$ cat src/sv/gaussian_rbf_network_eval_macros.svh
// assertion helpers shared by the rbf evaluator
`ifndef GAUSSIAN_RBF_NETWORK_EVAL_MACROS_SVH
`define GAUSSIAN_RBF_NETWORK_EVAL_MACROS_SVH

// same-cycle implication, held off during reset
`define RBF_ASSERT_IMP(lbl, ante, cons) \
  lbl: assert property (@(posedge clk) disable iff (!rst_n) (ante) |-> (cons)) \
    else $error("rbf same-cycle check failed");

// next-cycle implication, held off during reset
`define RBF_ASSERT_NXT(lbl, ante, cons) \
  lbl: assert property (@(posedge clk) disable iff (!rst_n) (ante) |=> (cons)) \
    else $error("rbf next-cycle check failed");

`endif

$ cat src/sv/rbf_ram.sv
`default_nettype none
module rbf_ram #(
  parameter int WIDTH = 32,
  parameter int DEPTH = 64
) (
  input  wire logic                     clk,
  input  wire logic                     we,
  input  wire logic [$clog2(DEPTH)-1:0] waddr,
  input  wire logic [WIDTH-1:0]         wdata,
  input  wire logic [$clog2(DEPTH)-1:0] raddr,
  output logic      [WIDTH-1:0]         rdata
);

  logic [WIDTH-1:0] mem [DEPTH];
  logic [WIDTH-1:0] rdata_r;

  always_ff @(posedge clk) begin
    if (we) begin
      mem[waddr] <= wdata;
    end
    rdata_r <= mem[raddr];
  end

  assign rdata = rdata_r;

endmodule
`default_nettype wire

$ cat config.mk
export PLATFORM = sky130hd
export DESIGN_NAME = rbf_ram
export DESIGN_NICKNAME = d
export VERILOG_FILES = /design/src/sv/gaussian_rbf_network_eval_macros.svh /design/src/sv/rbf_ram.sv
export SDC_FILE = /design/constraint.sdc
export NUM_CORES = 2
export LEC_CHECK = 0
export ABC_CLOCK_PERIOD_IN_PS = 10700
export BUFFER_PORTS_ARGS = -buffer_cell sky130_fd_sc_hd__buf_2
export CORE_MARGIN = 1
export CORE_UTILIZATION = 55
export DETAILED_ROUTE_END_ITERATION = 10
export PLACE_DENSITY = 0.71
export SLEW_MARGIN = 30
export SYNTH_ARGS = -nofsm -noshare
export SYNTH_HDL_FRONTEND = slang
export SYNTH_SLANG_ARGS = --single-unit
$ cat constraint.sdc
create_clock -name clk -period 10.7 [get_ports clk]
set_input_delay 1.605 -clock clk [delete_from_list [all_inputs] [get_ports clk]]
set_output_delay 1.605 -clock clk [all_outputs]
set_load 0.02 [all_outputs]
==> summary.md <==
| Metric | Value |
|---|---|
| Status | completed |
| Core Util, Final | 0.6200 |
| PortBufs | 77 |
| First-pass GRT wire length | 274.3 mm |
| Post-synth net total | 3370 |
| GRT Residual Overflow | 0 |
| Yosys reg bits | 2080 |
| CTS Sinks | 2080 |
| Startpoint Class | input pin |
| Launch point of the worst reg-to-reg path | mem[15][11] |
| Total Neg Setup Slack | 0 ps |
| Routed Antenna Nets | 0 |
| Post-Synth XOR/XNOR Area | 0 |
| Ys Warns | 0 |
| Fmax | 226.4 MHz |
| Post-synthesis instance area | 78520 um^2 |
| Post-synth ARST share | 0 |
| Count of cell types in the netlist | 34 |
| CTS tree | done |
| FF-to-FF End | rdata[11] |
| Residual DRC | 0 |
| Initial antenna violation count | 4 |
| H-tree levels | 4 |
| Mapped Cells | 3324 |
| Seq/Total Area, Yosys | 0.7914 |
| HPWL Detailed | 97.60 mm |
| Final Routed Wirelength | 193.5 mm |
| Final nets | 3560 |
| Die height | 379.8 um |
| GP Congestion | 0.7753 |
| Total Routing Usage GR | 0.2717 |
| Ys flop type | edfxtp_1 |
| Initial DRC count | 5143 |
| Hold Path Class | reg2reg |
| Final hold viol count | 0 |
| Minimum clock period | 4417 ps |
| Die Wd | 379.8 um |
| Yosys top cell area share | 0.7833 |
| Die area | 144300 um^2 |
| Router iterations before antenna repair | 5 |
| Num CTS Buffers | 195 |
| Worst Setup End Kind | register |
| Drt wl/cell | 34.70 um |
| Post-synthesis compound-gate area fraction | 0.01673 |
| Headroom to the max-slew limit | 0.3453 |
| Max clock buf depth | 3 |
| Final setup violation count | 0 |
| Reg2Reg Depth | 4 |
| Later-pin clock latency in the skew report | 830 ps |
| Via-per-instance ratio | 6.689 |
| Leakage Power | 27.19 nW |
| CP Data Arrival Time | 5100 ps |
| Placed Cells | 5207 |
| VDD IR-drop max | 191.2 uV |
| R2r setup slk | 8350 ps |
| Crit Path Class | in2reg |
| Vias in the first global route | 36920 |
| Largest family of logic cells by synthesized area | multiplexers |
| CTS root buffer | clkbuf_16 |
| Syn-to-layout area delta | 11.81% |
| Worst slew pin tran | 979.0 ps |
| Worst hold endpoint | rdata[8] |
| Core area | 141600 um^2 |
| Critical path startpoint | raddr[1] |
| Simple-Gate Fraction of Synth Area | 0.01265 |
| Synth area leader | edfxtp_1 |
| Synth Area in Adders | 0 |
| Initial Utilization | 0.5545 |
| Post-CTS sizing | 0 |
| Hold Path Origin | mem[28][8] |
| Ratio of cells with drive above 1 in the final layout | 0.2880 |
| Number of flops mapped to enable cells by yosys | 2048 |
| Max_cap viols | 0 |
| Fin cells | 5577 |
| Clk slew on worst S/H paths | 70 ps |
| Synth top area cells | edfxtp_1 78%, mux4_2 16%, mux2i_1 1.2% |
| Via count | 37300 |
| Crit share post-route | 0.4128 |
| Final clock skew | 28.94 ps |
| Syn avg cell area | 23.62 um^2 |
| Post-CTS Setup Repair Bufs | 0 |
| Post-synthesis mux area share | 0.1679 |
| Largest net degree at the start of global routing | 91 |
| RSZ-0062 raised after global routing | no |
| Io pins | 78 |
| Row count | 138 |
| Hold path cells | 4 |
| Data required time of the critical path | 11390 ps |
| Max FO, Critical Path | 61 |
| Pins Over Slew Limit | 0 |
| CTS Hold Bufs | 0 |
| Filler instances | 9420 |
| P per Cell Area | 186.6 nW/um^2 |
per-layer routing:
layer / up-vias / part of all wire / GRT usage
met3: 345 / 0.10 / 0.04886
met4: 2 / 0.033 / 0.09364
met2: 2299 / 0.49 / 0.4293
met1: 20000 / 0.38 / 0.3880
met5: - / 0.000067 / 0
li1: 14660 / - / -
cell usage in the layout (no fill, tap or decap), types with 3 or more instances in the layout:
cell type   synthesis  routed
edfxtp_1         2048    2048
mux4_2            544     544
clkbuf_16           0     200
buf_4              25     122
mux2i_1            93      93
o22ai_1            84      84
nor2_1            137      75
a21oi_1            62      62
nor2_4              0      62
clkbuf_1           74      60
clkinv_2            0      42
buf_2              57      42
clkinv_1            0      34
dfxtp_1            32      32
o221ai_1           27      27
nand2_1            26      26
nor2b_1            15      15
a22oi_1            12      12
clkbuf_8            0      10
a311oi_1            8       8
diode_2             0       6
nand2b_1            8       6
nand3b_1            5       5
nor3_1              7       5
nand3_1             5       5
clkinvlp_4          0       5
and3_1              4       4
a41o_1              4       4
o32ai_1             4       4
inv_6               0       4
bufinv_16           0       4
buf_12              0       4
or3b_2              3       3
or3_1               3       3
clkinv_8            0       3
buf_8               0       3
buf_6               5       3
cells in the mapped netlist, types with 25 or more instances:
master	instances
dfxtp_1	32
o221ai_1	27
a21oi_1	62
clkbuf_1	74
buf_2	57
o22ai_1	84
buf_4	25
nand2_1	26
edfxtp_1	2048
mux4_2	544
mux2i_1	93
nor2_1	137
worst max-delay path, cell delays in order:
cell and delay (ps):
buf_8 440, buf_4 690, buf_4 620, mux4_2 410, mux4_2 510, o22ai_1 570
nor2_1 120
worst max path at each step:
stage	cells after the start	to	slack, ps
3_5_place_dp	7	rdata[18]	5450
3_3_place_gp	7	rdata[7]	5460
4_1_cts	7	rdata[7]	6330
5_1_grt	8	rdata[3]	6140
2_1_floorplan	4	mem[48][0]	5940
6_report	7	rdata[7]	6280
state kept, by name (all words and copies together), names as in the netlist:
register,cells
mem,2048
rdata,32
power by group:
part / total, mW / switching (mW) / internal (mW)
registers: 9.06 / 0.0422 / 9.02
logic: 0.786 / 0.494 / 0.292
clock network: 6.53 / 2.93 / 3.60
total: 16.4 / 3.46 / 12.9
per-stage QoR:
step | cell area, um^2 | worst slack [ps] | power (mW) | hold slack (ps)
2_1_floorplan | 78520 | 5935 | 9.669 | 663.2
3_3_place_gp | 81670 | 5462 | 10.01 | 825.0
6_report | 87790 | 6283 | 16.38 | 852.6
5_1_grt | 87770 | 6137 | 16.79 | 896.9
4_1_cts | 87710 | 6327 | 16.46 | 849.2
3_5_place_dp | 81730 | 5453 | 10.03 | 822.3
final cells by class:
class                           count  area, um^2  share of cell area
Sequential cell                  2080       62140              0.7078
Multi-Input combinational cell   1062       15970              0.1819
Clock buffer                      270        5368             0.06114
Tap cell                         1890        2365             0.02694
Timing Repair Buffer              175        1313             0.01495
Clock inverter                     94       619.3            0.007055
Antenna cell                        6       15.01           0.0001710
kinds of logic (layout without fill, tap and decap cells):
logic type,count (synthesis),in the layout
flip-flops,2080,2080
multiplexers,637,637
AND/OR/NAND/NOR,223,223
AO/OA/AOI/OAI,202,202
buffers and inverters,182,539
other,0,6
Power figures use the tool's default switching activity.
