--- config.mk ---
export PLATFORM = sky130hd
export DESIGN_NAME = rbf_out
export DESIGN_NICKNAME = d
export VERILOG_FILES = /design/src/sv/gaussian_rbf_network_eval_macros.svh /design/src/sv/rbf_pkg.sv /design/src/sv/rbf_out.sv
export SDC_FILE = /design/constraint.sdc
export NUM_CORES = 1
export LEC_CHECK = 0
export ABC_AREA = 1
export BUFFER_PORTS_ARGS = -buffer_cell sky130_fd_sc_hd__buf_2
export CAP_MARGIN = 20
export CORE_ASPECT_RATIO = 1.75
export CORE_UTILIZATION = 43
export DETAILED_ROUTE_END_ITERATION = 16
export HOLD_SLACK_MARGIN = 0.08
export PLACE_DENSITY = 0.91
export SYNTH_ARGS = -nofsm -noshare
export SYNTH_HDL_FRONTEND = slang
export SYNTH_SLANG_ARGS = --single-unit
--- constraint.sdc ---
create_clock -name clk -period 2.7 [get_ports clk]
set_input_delay 0.405 -clock clk [delete_from_list [all_inputs] [get_ports clk]]
set_output_delay 0.405 -clock clk [all_outputs]
set_load 0.01 [all_outputs]
--- src/sv/gaussian_rbf_network_eval_macros.svh ---
// assertion helpers shared by the rbf evaluator
`ifndef GAUSSIAN_RBF_NETWORK_EVAL_MACROS_SVH
`define GAUSSIAN_RBF_NETWORK_EVAL_MACROS_SVH

// same-cycle implication, held off during reset
`define RBF_ASSERT_IMP(lbl, ante, cons) \
  lbl: assert property (@(posedge clk) disable iff (!rst_n) (ante) |-> (cons)) \
    else $error("rbf same-cycle check failed");

// next-cycle implication, held off during reset
`define RBF_ASSERT_NXT(lbl, ante, cons) \
  lbl: assert property (@(posedge clk) disable iff (!rst_n) (ante) |=> (cons)) \
    else $error("rbf next-cycle check failed");

`endif

--- src/sv/rbf_pkg.sv ---
`default_nettype none
package rbf_pkg;

  localparam int MAX_BASES = 64;
  localparam int MAX_DIMS  = 8;
  localparam int FRAC_BITS = 16;
  localparam int BASE_W    = 6;
  localparam int DIM_W     = 3;
  localparam int ADDR_W    = BASE_W + DIM_W;

  localparam int EXP_ENTRIES = 257;
  // exp(-1/16) in q30 from an eight term series
  localparam logic [63:0] EXP_STEP = 64'd1008687096;

  localparam logic [1:0] OP_CENTER = 2'd0;
  localparam logic [1:0] OP_WIDTH  = 2'd1;
  localparam logic [1:0] OP_WEIGHT = 2'd2;
  localparam logic [1:0] OP_COORD  = 2'd3;

  localparam logic [1:0] CFG_NUM_BASES = 2'd0;
  localparam logic [1:0] CFG_NUM_DIMS  = 2'd1;
  localparam logic [1:0] CFG_GRAD_EN   = 2'd2;

  typedef enum logic [4:0] {
    ST_IDLE,
    ST_E_RD,
    ST_E_DIF,
    ST_E_SQ,
    ST_E_P,
    ST_E_ACC,
    ST_PHI0,
    ST_PHI1,
    ST_U,
    ST_UACC,
    ST_G_RD,
    ST_G_DIF,
    ST_G_MUL,
    ST_G_P,
    ST_G_ACC,
    ST_EMIT
  } rbf_state_t;

  typedef struct packed {
    logic               kind;
    logic [2:0]         axis;
    logic signed [63:0] acc;
    logic               last;
  } rbf_res_t;

  typedef logic [30:0] exp_tab_t [EXP_ENTRIES];

  function automatic exp_tab_t build_exp();
    exp_tab_t    t;
    logic [63:0] v;
    v = 64'd1 << 30;
    t[0] = v[30:0];
    for (int k = 1; k < EXP_ENTRIES; k++) begin
      v = (v * EXP_STEP + (64'd1 << 29)) >> 30;
      t[k] = v[30:0];
    end
    return t;
  endfunction

  localparam exp_tab_t EXP_TAB = build_exp();

endpackage
`default_nettype wire

--- src/sv/rbf_out.sv ---
`default_nettype none
module rbf_out (
  input  wire logic              clk,
  input  wire logic              rst_n,
  input  wire logic              load,
  input  wire rbf_pkg::rbf_res_t res,
  output logic                   free,
  output logic                   out_tvalid,
  input  wire logic              out_tready,
  output logic [39:0]            out_tdata,  // axis, result_value
  output logic [1:0]             out_tuser,  // kind, saturated
  output logic                   out_tlast
);
  import rbf_pkg::*;

  localparam logic signed [63:0] SAT_HI = 64'sd2147483647;
  localparam logic signed [63:0] SAT_LO = -64'sd2147483648;

  logic        valid_r;
  logic        kind_r, sat_r, last_r;
  logic [2:0]  axis_r;
  logic [31:0] val_r;

  assign free = !valid_r || out_tready;

  always_ff @(posedge clk) begin
    if (!rst_n) begin
      valid_r <= 1'b0;
    end else if (load) begin
      valid_r <= 1'b1;
    end else if (out_tready) begin
      valid_r <= 1'b0;
    end
  end

  always_ff @(posedge clk) begin
    if (load) begin
      kind_r <= res.kind;
      axis_r <= res.axis;
      last_r <= res.last;
      if (res.acc > SAT_HI) begin
        val_r <= SAT_HI[31:0];
        sat_r <= 1'b1;
      end else if (res.acc < SAT_LO) begin
        val_r <= SAT_LO[31:0];
        sat_r <= 1'b1;
      end else begin
        val_r <= res.acc[31:0];
        sat_r <= 1'b0;
      end
    end
  end

  assign out_tvalid = valid_r;
  assign out_tdata  = {5'd0, val_r, axis_r};
  assign out_tuser  = {sat_r, kind_r};
  assign out_tlast  = last_r;

endmodule
`default_nettype wire

==> flow_metrics.py <==
metrics = {
    "worst_setup_path": {
        "path_max_fanout": 32,
        "worstSetupPathType": "in2reg",
        "cp_data_required_time_ns": 2.71,
        "crit_path_start_kind": "input port",
        "end_kind": "flip-flop",
        "arrival_ns": 1.55,
    },
    "power": {
        "p_leak_uw": 0.00117,
        "internal_power_uw": 991,
        "switching_share": 0.233,
        "p_sw_uw": 300,
        "power_frac_seq": 0.568,
        "comb_power_share": 0.154,
        "power.density_mw_per_mm2": 538,
        "pwr-share-clk": 0.278,
        "vdd_drop_max_uv": 298,
    },
    "synth": {
        "yosys.area_share.adder": 0,
        "synth-xor-area-share": 0,
        "syn_area_mm2": 0.00179,
        "synth_top_family_by_area": "simple AND/OR/NAND/NOR gates",
        "synth_warnings": 0,
        "yosysTopAreaCellShare": 0.639,
        "synth_mux_area_frac": 0,
        "netlist_instances": 188,
        "ys_types": 11,
        "syn_avg_cell_area_um2": 9.50,
        "synth-seq-cells": 39,
        "yosys.area.top_type": "edfxtp_1",
        "synth-compound-area-share": 0.00420,
        "yosysSeqAreaShare": 0.650,
        "synth.area.top_cells": "edfxtp_1 64%, nand2_1 20%, nor2_1 6.5%, buf_4 4.2%, buf_6 1.9%",
        "synth-simple-area-share": 0.272,
    },
    "placement": {
        "dpl_cell_area_mm2": 0.00232,
        "port_buffers": 112,
        "dp_hpwl_mm": 2.87,
        "gp_congestion": 0.711,
    },
    "finish": {
        "fillers": 361,
        "diodes": 0,
        "seq_area_mm2": 0.00116,
        "fin_area_mm2": 0.00240,
        "drive_above_1_share": 0.401,
        "multi_input_area_um2": 513,
        "synthToLayoutAreaGrowth_pct": 34.2,
        "nets": 371,
    },
    "cts": {
        "numCtsBuffers": 5,
        "hold_buffers": 0,
        "cts_root_buf": "clkbuf_8",
        "clock_latency_ns": 0.28,
        "htreeDepth": 2,
        "cts_resized": 0,
        "clk_pin_slew_ns": 0.07,
        "postCtsSetupRepairBufs": 0,
        "cts_max_path_buffers": 2,
        "cts_tree": "done",
        "clock-sinks": 39,
    },
    "global_route": {
        "grt_max_degree": 40,
        "grt_pass1_wl_mm": 5.85,
        "grt_usage": 0.179,
        "first_global_vias": 1470,
        "antenna_found_initial": 0,
        "grt-ovfl-total": 0,
    },
    "sta": {
        "final_max_slew_viol_count": 0,
        "maxSlewHeadroom": 0.434,
        "finalSetupViolCount": 0,
        "tns_ns": 0,
        "fin_crit_ns": 1.54,
        "hold_viol": 0,
        "skew_ns": 0,
        "fin_crit_sh": 0.572,
        "worst_pin_slew_ns": 0.849,
        "max_freq_ghz": 0.647,
        "rsz0062_at_grt": "false",
    },
    "job": {
        "maxCapViolCount": 0,
    },
    "routing": {
        "wl_mm": 3.65,
        "vias_per_cell": 4.47,
        "drc": 0,
        "routedWlPerCell_um": 10.5,
        "vias": 1552,
        "drtPass1Iterations": 4,
        "ant_nets": 0,
        "drt_iter0_drc": 35,
    },
    "floorplanning": {
        "start_util": 0.453,
        "die_x_um": 50.7,
        "die_height_um": 87.3,
        "ios": 118,
        "rows": 30,
        "dieArea_mm2": 0.00443,
        "core_mm2": 0.00394,
    },
    "status": {
        "outcome": "finished clean",
    },
    "min_path": {
        "hp-class": "in2reg",
    },
}
==> cells in the final DEF, fill, tap and decap left out, drive strengths merged <==
cell type  instances
buf              113
edfxtp            38
nand2             98
clkbuf             7
a21boi             1
dfxtp              1
inv                4
nor2              31
clkinv             1
conb               5
==> synth_stat cells <==
library cell and number:
inv_1 4, nand2_1 97, nand2_2 1, dfxtp_1 1
edfxtp_1 38, a21boi_0 1, nor2_1 31, conb_1 1
buf_4 10, buf_6 3, clkbuf_1 1
==> routing by layer <==
metal,vias to the layer above,routed length [µm],track usage
met5,-,0,0
met4,0,76,0.0884
met3,8,254,0.0349
met2,87,2060,0.349
met1,657,1260,0.170
li1,800,-,-
==> area by class of cell <==
type	count	share of cell area
inverters	4	0.00626
repair buffers	113	0.237
flip-flops and latches	39	0.484
clock buffers	7	0.0318
multi-input cells	135	0.214
clock inverters	1	0.00209
well taps	48	0.0250
==> registers in the layout, summed over array words and instances, names as in the netlist <==
| register | count |
|---|---|
| out_tlast | 1 |
| kind_r | 1 |
| sat_r | 1 |
| axis_r | 3 |
| val_r | 32 |
| out_tvalid | 1 |
==> cell families (layout without fill, tap and decap cells) <==
| family | after synthesis | after routing |
|---|---|---|
| simple gates | 129 | 129 |
| buf+inv | 18 | 125 |
| other cells | 1 | 5 |
| compound gates | 1 | 1 |
| flops | 39 | 39 |
==> path summary, 6_finish.rpt <==
kind,startpoint,endpoint,slack [ns],depth (start not counted)
min reg2reg,out_tvalid,out_tvalid,0.51,2
max,res[64],val_r[25],1.16,9
min,res[0],out_tlast,0.30,1
max reg2reg,out_tvalid,out_tvalid,2.07,2
==> power by group through the flow <==
stage                     Clock, µW  Sequential (µW)  Combinational, µW
after global placement            0              745                195
after global routing            402              737                223
after floorplan                   0              775               66.6
after CTS                       368              734                202
final                           359              733                199
after detailed placement          0              747                201
==> critical path: stages <==
cell and delay (ns):
buf_2 0.12, nor2_1 0.10, nand2_1 0.05, nor2_1 0.09
nand2_1 0.06, nor2_1 0.10, nand2_1 0.07, nand2_2 0.41
nand2_1 0.12
==> metrics by stage <==
step	total power, µW	setup WS, ns	instances	hold WS [ns]	utilization
6_report	1290	1.16	347	0.297	0.609
5_1_grt	1360	0.958	347	0.286	0.609
4_1_cts	1300	1.14	347	0.292	0.609
3_5_place_dp	948	0.836	339	0.517	0.588
3_3_place_gp	940	0.895	339	0.471	0.588
2_1_floorplan	841	1.35	192	0.504	-
No activity file was read; power rests on OpenSTA's default activity.
